[src/hw/rtl/sbfc_pkg.sv]
// ----------------------------------------------------------------------------
// sbfc_pkg
// Shared widths, byte codes and types for the bulk-dump frame checker.
// ----------------------------------------------------------------------------
`default_nettype none

package sbfc_pkg;

    // Frame geometry
    localparam int PAYLOAD_BYTES = 4096;
    localparam int VOICE_BYTES   = 128;

    localparam int CNT_W  = $clog2(PAYLOAD_BYTES);
    localparam int VOFF_W = $clog2(VOICE_BYTES);

    // Field widths
    localparam int DATA_W  = 8;
    localparam int PB_W    = 7;
    localparam int VIDX_W  = 5;
    localparam int VOFS_W  = 7;
    localparam int ERR_W   = 3;
    localparam int CHAN_W  = 4;

    // Byte codes
    localparam logic [DATA_W-1:0] START_BYTE = 8'hF0;
    localparam logic [DATA_W-1:0] END_BYTE   = 8'hF7;
    localparam logic [DATA_W-1:0] MFR_ID     = 8'h43;
    localparam logic [DATA_W-1:0] CHAN_MAX   = 8'h0F;
    localparam logic [DATA_W-1:0] FMT_BYTE   = 8'h04;
    localparam logic [DATA_W-1:0] CNT_HI     = 8'h20;
    localparam logic [DATA_W-1:0] CNT_LO     = 8'h00;

    // Header byte positions after the start byte
    localparam logic [2:0] HDR_POS_ID   = 3'd1;
    localparam logic [2:0] HDR_POS_CHAN = 3'd2;
    localparam logic [2:0] HDR_POS_FMT  = 3'd3;
    localparam logic [2:0] HDR_POS_CHI  = 3'd4;
    localparam logic [2:0] HDR_POS_CLO  = 3'd5;

    typedef enum logic [ERR_W-1:0] {
        ERR_NONE     = 3'd0,
        ERR_HEADER   = 3'd1,
        ERR_STATUS   = 3'd2,
        ERR_CHECKSUM = 3'd3,
        ERR_END      = 3'd4
    } t_err;

    typedef enum logic [4:0] {
        PH_HUNT = 5'b00001,
        PH_HDR  = 5'b00010,
        PH_DATA = 5'b00100,
        PH_CSUM = 5'b01000,
        PH_TAIL = 5'b10000
    } t_phase;

    typedef struct packed {
        logic              payload_valid;
        logic [PB_W-1:0]   payload_byte;
        logic [VIDX_W-1:0] voice_index;
        logic [VOFS_W-1:0] voice_offset;
        logic              frame_done;
        t_err              error_code;
        logic [CHAN_W-1:0] device_channel;
    } t_result;

endpackage

`default_nettype wire

[src/hw/rtl/sbfc_if.sv]
// ----------------------------------------------------------------------------
// sbfc_if
// Valid/ready channels for raw bytes in and tagged results out.
// ----------------------------------------------------------------------------
`default_nettype none

interface sbfc_in_if;
    import sbfc_pkg::*;

    logic              valid;
    logic              ready;
    logic [DATA_W-1:0] data_byte;

    modport source (output valid, output data_byte, input ready);
    modport sink   (input valid, input data_byte, output ready);
endinterface

interface sbfc_out_if;
    import sbfc_pkg::*;

    logic              valid;
    logic              ready;
    logic              payload_valid;
    logic [PB_W-1:0]   payload_byte;
    logic [VIDX_W-1:0] voice_index;
    logic [VOFS_W-1:0] voice_offset;
    logic              frame_done;
    logic [ERR_W-1:0]  error_code;
    logic [CHAN_W-1:0] device_channel;

    modport source (
        output valid, output payload_valid, output payload_byte,
        output voice_index, output voice_offset, output frame_done,
        output error_code, output device_channel, input ready
    );
    modport sink (
        input valid, input payload_valid, input payload_byte,
        input voice_index, input voice_offset, input frame_done,
        input error_code, input device_channel, output ready
    );
endinterface

`default_nettype wire

[src/hw/rtl/sysex_bulk_frame_checker_core.sv]
// ----------------------------------------------------------------------------
// sysex_bulk_frame_checker_core
// Frame checker for a system-exclusive bulk voice dump, one byte per request.
// ----------------------------------------------------------------------------
// Takes one raw byte per request and returns exactly one result per byte.
// A new byte is taken every cycle while the output side is not stalled; each
// byte passes an input register and a result register before its result is on
// the outputs. The rate is set by the frame state update (phase, counters,
// running checksum). The block hunts for 0xF0, checks the five header bytes,
// tags each payload byte with its voice record index and offset, checks the
// 7-bit checksum and the closing 0xF7. Any failure ends the frame with an
// error code and the next byte starts the hunt again.
`default_nettype none

module sysex_bulk_frame_checker_core (
    input  wire  i_clk,
    input  wire  i_rst_n,
    sbfc_in_if.sink    i_in,
    sbfc_out_if.source o_out
);
    import sbfc_pkg::*;

    logic              r_in_valid;
    logic [DATA_W-1:0] r_in_byte;
    logic              r_out_valid;
    t_result           r_out;

    t_phase            r_phase,  n_phase;
    logic [2:0]        r_hpos,   n_hpos;
    logic [CNT_W-1:0]  r_cnt,    n_cnt;
    logic [VOFF_W-1:0] r_voff,   n_voff;
    logic [VIDX_W-1:0] r_vidx,   n_vidx;
    logic [PB_W-1:0]   r_sum,    n_sum;
    logic [CHAN_W-1:0] r_chan,   n_chan;
    t_result           n_out;

    logic advance;
    logic step;
    logic hdr_ok;
    logic [PB_W-1:0] csum;

    assign advance    = !r_out_valid || o_out.ready;
    assign step       = r_in_valid && advance;
    assign i_in.ready = !r_in_valid || advance;

    always_comb begin
        case (r_hpos)
            HDR_POS_ID:   hdr_ok = (r_in_byte == MFR_ID);
            HDR_POS_CHAN: hdr_ok = (r_in_byte <= CHAN_MAX);
            HDR_POS_FMT:  hdr_ok = (r_in_byte == FMT_BYTE);
            HDR_POS_CHI:  hdr_ok = (r_in_byte == CNT_HI);
            HDR_POS_CLO:  hdr_ok = (r_in_byte == CNT_LO);
            default:      hdr_ok = 1'b0;
        endcase
    end

    assign csum = r_sum + r_in_byte[PB_W-1:0];

    always_comb begin
        n_phase = r_phase;
        n_hpos  = r_hpos;
        n_cnt   = r_cnt;
        n_voff  = r_voff;
        n_vidx  = r_vidx;
        n_sum   = r_sum;
        n_chan  = r_chan;
        n_out   = '0;
        n_out.error_code = ERR_NONE;

        case (r_phase)
            PH_HUNT: begin
                if (r_in_byte == START_BYTE) begin
                    n_phase = PH_HDR;
                    n_hpos  = HDR_POS_ID;
                    n_sum   = '0;
                end
            end
            PH_HDR: begin
                if (!hdr_ok) begin
                    n_out.frame_done = 1'b1;
                    n_out.error_code = ERR_HEADER;
                    n_phase          = PH_HUNT;
                end else begin
                    if (r_hpos == HDR_POS_CHAN) begin
                        n_chan = r_in_byte[CHAN_W-1:0];
                    end
                    if (r_hpos == HDR_POS_CLO) begin
                        n_phase = PH_DATA;
                        n_cnt   = '0;
                        n_voff  = '0;
                        n_vidx  = '0;
                    end
                    n_hpos = r_hpos + 3'd1;
                end
            end
            PH_DATA: begin
                if (r_in_byte[DATA_W-1]) begin
                    n_out.frame_done = 1'b1;
                    n_out.error_code = ERR_STATUS;
                    n_phase          = PH_HUNT;
                end else begin
                    n_out.payload_valid = 1'b1;
                    n_out.payload_byte  = r_in_byte[PB_W-1:0];
                    n_out.voice_index   = r_vidx;
                    n_out.voice_offset  = VOFS_W'(r_voff);
                    n_sum               = csum;
                    n_cnt               = r_cnt + 1'b1;
                    if (r_voff == VOFF_W'(VOICE_BYTES - 1)) begin
                        n_voff = '0;
                        n_vidx = r_vidx + 1'b1;
                    end else begin
                        n_voff = r_voff + 1'b1;
                    end
                    if (r_cnt == CNT_W'(PAYLOAD_BYTES - 1)) begin
                        n_phase = PH_CSUM;
                    end
                end
            end
            PH_CSUM: begin
                // Only the low seven bits of the checksum byte count.
                if (csum != '0) begin
                    n_out.frame_done = 1'b1;
                    n_out.error_code = ERR_CHECKSUM;
                    n_phase          = PH_HUNT;
                end else begin
                    n_phase = PH_TAIL;
                end
            end
            PH_TAIL: begin
                n_out.frame_done = 1'b1;
                n_out.error_code = (r_in_byte == END_BYTE) ? ERR_NONE : ERR_END;
                n_phase          = PH_HUNT;
            end
            default: begin
                n_phase = PH_HUNT;
            end
        endcase

        n_out.device_channel = n_chan;
    end

    always_ff @(posedge i_clk) begin
        if (!i_rst_n) begin
            r_in_valid  <= 1'b0;
            r_out_valid <= 1'b0;
            r_phase     <= PH_HUNT;
            r_chan      <= '0;
        end else begin
            if (i_in.ready) begin
                r_in_valid <= i_in.valid;
            end
            if (advance) begin
                r_out_valid <= r_in_valid;
            end
            if (step) begin
                r_phase <= n_phase;
                r_chan  <= n_chan;
            end
        end
    end

    always_ff @(posedge i_clk) begin
        if (i_in.ready && i_in.valid) begin
            r_in_byte <= i_in.data_byte;
        end
        if (step) begin
            r_hpos <= n_hpos;
            r_cnt  <= n_cnt;
            r_voff <= n_voff;
            r_vidx <= n_vidx;
            r_sum  <= n_sum;
            r_out  <= n_out;
        end
    end

    assign o_out.valid          = r_out_valid;
    assign o_out.payload_valid  = r_out.payload_valid;
    assign o_out.payload_byte   = r_out.payload_byte;
    assign o_out.voice_index    = r_out.voice_index;
    assign o_out.voice_offset   = r_out.voice_offset;
    assign o_out.frame_done     = r_out.frame_done;
    assign o_out.error_code     = r_out.error_code;
    assign o_out.device_channel = r_out.device_channel;

endmodule

`default_nettype wire

[src/flat_wrapper.sv]
// flat-port wrapper written by rule: the top's interface ports become plain ports
module sysex_bulk_frame_checker_core_flat import sbfc_pkg::*;
  (i_clk, i_rst_n, i_in_valid, i_in_data_byte, i_in_ready, o_out_valid, o_out_payload_valid, o_out_payload_byte, o_out_voice_index, o_out_voice_offset, o_out_frame_done, o_out_error_code, o_out_device_channel, o_out_ready);
  sbfc_in_if i_in_i ();
  sbfc_out_if o_out_i ();
  input  wire i_clk;
  input  wire i_rst_n;
  input wire logic [$bits(i_in_i.valid)-1:0] i_in_valid;
  input wire logic [$bits(i_in_i.data_byte)-1:0] i_in_data_byte;
  output wire logic [$bits(i_in_i.ready)-1:0] i_in_ready;
  output wire logic [$bits(o_out_i.valid)-1:0] o_out_valid;
  output wire logic [$bits(o_out_i.payload_valid)-1:0] o_out_payload_valid;
  output wire logic [$bits(o_out_i.payload_byte)-1:0] o_out_payload_byte;
  output wire logic [$bits(o_out_i.voice_index)-1:0] o_out_voice_index;
  output wire logic [$bits(o_out_i.voice_offset)-1:0] o_out_voice_offset;
  output wire logic [$bits(o_out_i.frame_done)-1:0] o_out_frame_done;
  output wire logic [$bits(o_out_i.error_code)-1:0] o_out_error_code;
  output wire logic [$bits(o_out_i.device_channel)-1:0] o_out_device_channel;
  input wire logic [$bits(o_out_i.ready)-1:0] o_out_ready;
  assign i_in_i.valid = i_in_valid;
  assign i_in_i.data_byte = i_in_data_byte;
  assign i_in_ready = i_in_i.ready;
  assign o_out_valid = o_out_i.valid;
  assign o_out_payload_valid = o_out_i.payload_valid;
  assign o_out_payload_byte = o_out_i.payload_byte;
  assign o_out_voice_index = o_out_i.voice_index;
  assign o_out_voice_offset = o_out_i.voice_offset;
  assign o_out_frame_done = o_out_i.frame_done;
  assign o_out_error_code = o_out_i.error_code;
  assign o_out_device_channel = o_out_i.device_channel;
  assign o_out_i.ready = o_out_ready;
  sysex_bulk_frame_checker_core u_core (.i_clk(i_clk), .i_rst_n(i_rst_n), .i_in(i_in_i), .o_out(o_out_i));
endmodule
[config.mk]
export PLATFORM = sky130hd
export DESIGN_NAME = sysex_bulk_frame_checker_core_flat
export DESIGN_NICKNAME = d
export VERILOG_FILES = /design/src/hw/rtl/sbfc_pkg.sv /design/src/hw/rtl/sbfc_if.sv /design/src/hw/rtl/sysex_bulk_frame_checker_core.sv /design/src/flat_wrapper.sv
export SDC_FILE = /design/constraint.sdc
export NUM_CORES = 1
export LEC_CHECK = 0
export BUFFER_PORTS_ARGS = -buffer_cell sky130_fd_sc_hd__buf_2
export CAP_MARGIN = 15
export CORE_MARGIN = 1
export CORE_UTILIZATION = 59
export CTS_CLUSTER_DIAMETER = 30
export DETAILED_ROUTE_END_ITERATION = 6
export GPL_TIMING_DRIVEN = 0
export PLACE_DENSITY = 0.86
export SETUP_SLACK_MARGIN = 0.2
export SLEW_MARGIN = 10
export SYNTH_ARGS = -nofsm -noshare
export SYNTH_HDL_FRONTEND = slang
export SYNTH_SLANG_ARGS = --single-unit
[constraint.sdc]
create_clock -name i_clk -period 4.3 [get_ports i_clk]
set_input_delay 0.86 -clock i_clk [delete_from_list [all_inputs] [get_ports i_clk]]
set_output_delay 0.86 -clock i_clk [all_outputs]
set_load 0.1 [all_outputs]
[Yosys cells after proc, flatten, opt, wreduce, memory -nomap -nowiden]
Index checks and enable logic that the tools add are counted.
Word-level totals
  bits in registers: 81
  logic and storage cells: 102
Operators by class
  add/sub/neg operators: 5
  order comparisons: 1
  equal/unequal tests: 24
  mux-type cells: 37
  bitwise operators: 1
  reduce and logical (&&, ||, !) cells: 17
Operators with widths (number)
  $mux W5: 10
  $mux W7: 6
  $mux W12: 3
  $pmux W7 S2: 2
  $mux W4: 6
  $pmux W12 S2: 1
  $mux W20: 1
  $pmux W5 S4: 1
  $eq A8 B8 Y1 const B: 2
  $pmux W4 S4: 1
  $add A12 B1 Y12 const B: 1
  $eq A12 B12 Y1 const B: 1
  $reduce_and A4 Y1: 3
  $pmux W5 S2: 1
  $mux W3: 3
  $eq A8 B3 Y1 const B: 1
  $eq A8 B6 Y1 const B: 1
  $eq A8 B7 Y1 const B: 1
  $le A8 B4 Y1 const B: 1
  $logic_not A8 Y1: 1
  $ne A2 B1 Y1 const B: 4
  $add A7 B1 Y7 const B: 1
  $add A7 B7 Y7: 1
  $eq A7 B7 Y1 const B: 1
  other kinds (24): 31

[Logic depth before layout (Yosys ltp)]
  depth in word-level cells: 4
  depth in mapped cells: 9

[Worst setup path after synthesis]
OpenSTA, ideal clock, no wires.
  path type: reg-to-reg
  from: reg u_core.r_hpos[0]
  to: reg u_core.r_cnt[0], enable pin
  setup time: 0.401 ns
  arrival time: 2.875 ns
  data required time: 3.899 ns
  path slack: 1.024 ns
  stages on the path, launching flop included: 9
  clock period less this slack: 3.276 ns
  cells stage by stage: edfxtp_1 ha_1 ha_1 nor4b_1 or4_4 a32oi_1 nor3_1 nand4_1 a21oi_1
Between the ends
  cells in the longest elaborated chain, start to end: 4
Ends and longest elaborated chain
  start, declared: RTL line sysex_bulk_frame_checker_core.sv:29  | logic [2:0] r_hpos, n_hpos;
  start signal, assigned: RTL line sysex_bulk_frame_checker_core.sv:167  | r_hpos <= n_hpos;
  $eq A3 B3 Y1, or another cell as far along: RTL line sysex_bulk_frame_checker_core.sv:47, sysex_bulk_frame_checker_core.sv:87
  $pmux W1 S5: RTL line sysex_bulk_frame_checker_core.sv:47  | case (r_hpos)
  $ne A2 B1 Y1 (no line)
  $reduce_and A5 Y1 (no line) *
  end signal, assigned: RTL line sysex_bulk_frame_checker_core.sv:168  | r_cnt <= n_cnt;
  end, declared: RTL line sysex_bulk_frame_checker_core.sv:30  | logic [CNT_W-1:0] r_cnt, n_cnt;
Every way passes the cells marked *; elsewhere a longest branch is shown, timed or not.
A chain may end at the register's enable or synchronous reset.

[Worst setup path after layout]
  from: reg u_core.r_hpos[2]
  to: reg u_core.r_cnt[3], enable pin
Same word-level chain as after synthesis.

==> impl_metrics.env <==
export IMPL_design_die_area_um2=7090
export IMPL_global_route_wire_length_before_repair_um=11900
export IMPL_min_path_type="reg -> reg"
export IMPL_first_global_vias=2464
export IMPL_synthDistinctLibCells=53
export IMPL_netlist_area_before_placement_um2=3990
export IMPL_finish_net_count=408
export IMPL_layout_worst_path_cycle_share=0.742
export IMPL_crit_reg2reg_launch="u_core.r_hpos[2]"
export IMPL_peakVddDrop_mv=0.189
export IMPL_worst_hold_path_num_cells=2
export IMPL_global_route_usage_total=0.222
export IMPL_dieWidth_um=84.2
export IMPL_failed_checks="DRC"
export IMPL_placed_area_um2=4300
export IMPL_share_seq_of_total_power=0.548
export IMPL_pwr_share_comb=0.084
export IMPL_cts_clk_slew_worst_paths_ns=0.09
export IMPL_utilization=0.705
export IMPL_final_layout_size_suffix_gt1_frac=0.202
export IMPL_static_leakage_power_nw=1.77
export IMPL_transition_time_at_the_pin_with_the_least_slew_margin_ns=0.724
export IMPL_postSynthNetCount=354
export IMPL_vias=2729
export IMPL_dp_final_hpwl_um=5130
export IMPL_power_share_switching=0.266
export IMPL_arrival_ns=3.27
export IMPL_drt_pass1_iter_count=6
export IMPL_cp_cell_sequence="buf_6 > inv_1 > ha_1 > nand2_1 > o311ai_0 > a32oi_1 > nor3_1 > nand4_1 > a21oi_2 > buf_6"
export IMPL_wire_per_inst_um=15.9
export IMPL_synth_async_reset_ratio=0
export IMPL_rsz_0062_raised_after_global_routing="false"
export IMPL_worstReg2RegEnd="u_core.r_cnt[3]"
export IMPL_worst_ep_required_time_ns=4.38
export IMPL_timing_critical_path_fanout_max=11
export IMPL_grt_start_max_net_pins=32
export IMPL_final_hold_violation_count=0
export IMPL_total_inserted_antenna_cells=0
export IMPL_io_pin_count=42
export IMPL_outcome="finished, violations left"
export IMPL_core_area_um2=6420
export IMPL_postRouteAntennaNets=0
export IMPL_htree_levels=3
export IMPL_slew_viol_final=0
export IMPL_netSwitchingPower_mw=0.423
export IMPL_worstSetupEndpointType="flip-flop"
export IMPL_yosysWarningCount=0
export IMPL_drc=4
export IMPL_start_kind="flip-flop"
export IMPL_post_route_cell_area_um2=4530
export IMPL_regToRegSetupSlack_ns=1.11
export IMPL_clock_sinks=81
export IMPL_detail_route_wirelength_um=7360
export IMPL_buffer_ports_inserted=41
export IMPL_tritoncts="built"
export IMPL_final_setup_viol_count=0
export IMPL_slew_headroom=0.517
export IMPL_drt_first_iter_violations=148
export IMPL_synthToLayoutAreaGrowth_pct=13.6
export IMPL_gp_congestion=0.852
export IMPL_fmaxAchievable_ghz=0.313
export IMPL_worst_path_most_repeated_cell="buf_6"
export IMPL_postCtsResizedCells=0
export IMPL_clock_power_frac=0.368
export IMPL_yosys_register_bits=81
export IMPL_drv_max_cap_violation_count=0
export IMPL_detail_route_vias_per_cell=5.89
export IMPL_crit_path_max_incr_delay_ns=0.48
export IMPL_die_height_um=84.2
export IMPL_critPathSlowestCell="a21oi_2"
export IMPL_finClkSkew_ns=0.0119
export IMPL_grt_antenna_before_repair=0
export IMPL_n_fill_cell=436
export IMPL_synth_flop_cell="edfxtp_1"
export IMPL_cts_post_setup_buffers_inserted=0
export IMPL_cts_hold_buf=0
export IMPL_reg2regPathDepth=10
export IMPL_p_int_mw=1.17
export IMPL_clock_latency_ns=0.36
export IMPL_crit_type="reg -> reg"
export IMPL_cellPowerDensity_nw_per_um2=351
export IMPL_synth_avg_cell_area_um2=12.2
export IMPL_finalSetupTns_ns=0
export IMPL_ctsLongestPathBuffers=2
export IMPL_min_to="u_core.r_chan[3]"
export IMPL_root_buffer="clkbuf_8"
export IMPL_initial_core_util=0.621
export IMPL_cts_buffers=9
export IMPL_synth_seq_area_share=0.582
export IMPL_overflow=0
export IMPL_synth_enable_flop_cells=70
export IMPL_syn_instance_count=327
export IMPL_worstHoldStart="u_core.r_chan[3]"
export IMPL_finalWorstPathRequiredPeriod_ns=3.19
export IMPL_placementRows=29
-- per-layer routing --
layer / global-route usage / vias to the layer above / wire [µm] / part of all wire
li1: - / 1324 / - / -
met2: 0.343 / 109 / 3500 / 0.48
met5: 0 / - / 0 / 0
met3: 0.0472 / 10 / 524 / 0.071
met4: 0.0909 / 0 / 100 / 0.014
met1: 0.310 / 1286 / 3240 / 0.44
-- registers in the layout (all words and copies together) (netlist names), 4 cells and up --
signal	count
u_core.r_vidx	5
u_core.r_chan	4
u_core.r_sum	7
u_core.o_out.device_channel	4
u_core.o_out.voice_offset	7
u_core.r_voff	7
u_core.r_in_byte	8
u_core.o_out.voice_index	5
u_core.r_cnt	12
u_core.o_out.payload_byte	7
u_core.r_phase	5
-- power by group through the flow --
stage                     clock network, mW  registers [mW]  logic (mW)
final                                 0.585           0.872       0.134
after global routing                  0.627           0.874       0.141
after CTS                             0.587           0.872       0.132
after detailed placement                  0           0.890       0.132
after global placement                    0           0.890       0.130
after floorplan                           0           0.958      0.0381
-- critical path: cells and delay by family, from the launching register on --
kind	cells	cell delay, ns
compound gates	3	1.12
flops	1	0.42
simple gates	3	0.65
buf+inv	3	0.49
fa+ha+maj	1	0.21
-- cell usage after synthesis, types with 4 or more instances --
cell type | n | share of area
edfxtp_1 | 70 | 0.53
nor2_1 | 40 | 0.038
and3_1 | 25 | 0.039
nand2_1 | 19 | 0.018
ha_1 | 14 | 0.044
xnor2_1 | 12 | 0.026
dfxtp_1 | 11 | 0.055
nand3_1 | 11 | 0.014
inv_1 | 10 | 0.0094
nor2b_1 | 9 | 0.014
xor2_1 | 9 | 0.020
a21oi_1 | 8 | 0.010
clkbuf_1 | 8 | 0.0075
nand4_1 | 7 | 0.011
mux2i_1 | 6 | 0.015
o21ai_0 | 6 | 0.0075
and2_1 | 5 | 0.0078
nor3b_1 | 5 | 0.0094
mux2_2 | 4 | 0.011
-- worst max path at each step --
stage,from,to
finish,u_core.r_hpos[2],u_core.r_cnt[3]
global route,u_core.r_hpos[0],u_core.r_cnt[3]
CTS,u_core.r_hpos[0],u_core.r_cnt[3]
detailed placement,o_out_ready,u_core.r_sum[3]
global placement,u_core.r_hpos[0],u_core.r_voff[2]
floorplan,u_core.r_hpos[0],u_core.r_cnt[0]
-- per-stage QoR --
step           hold WS [ns]  setup WS [ns]  power (mW)  instances
2_1_floorplan         0.478           1.02       0.996        327
3_3_place_gp          0.496          0.432        1.02        445
3_5_place_dp          0.509          0.849        1.02        446
4_1_cts               0.530           1.10        1.59        462
5_1_grt               0.561          0.807        1.64        463
6_report              0.531           1.11        1.59        463
-- kinds of logic (layout without fill, tap and decap cells) --
family                     count (synthesis)  count (layout)  synth area share
buffers and inverters                     19              78            0.0198
adders and majority gates                 15              15            0.0489
DFF                                       81              81             0.582
muxes                                     10              10            0.0264
xor gates and xnor gates                  21              21            0.0461
AOI/OAI and AO/OA                         33              33            0.0602
and+or+nand+nor                          148             148             0.216
-- area by class of cell --
cell class / count / area, µm² / share of cell area
Clock inverter: 7 / 85.1 / 0.0188
Clock buffer: 9 / 124 / 0.0274
Buffer: 9 / 41.3 / 0.00912
Inverter: 10 / 37.5 / 0.00829
Timing Repair Buffer: 43 / 231 / 0.0511
Tap cell: 77 / 96.3 / 0.0213
Sequential cell: 81 / 2320 / 0.513
Multi-Input combinational cell: 227 / 1590 / 0.351
-- cell usage in the layout, fill, tap and decap left out, types with 10 or more instances in the layout --
cell,n
and3_1,25
buf_2,41
dfxtp_1,11
edfxtp_1,70
ha_1,14
inv_1,10
nand2_1,19
nand3_1,11
nor2_1,40
xnor2_1,12
No activity file was read; power rests on OpenSTA's default activity.
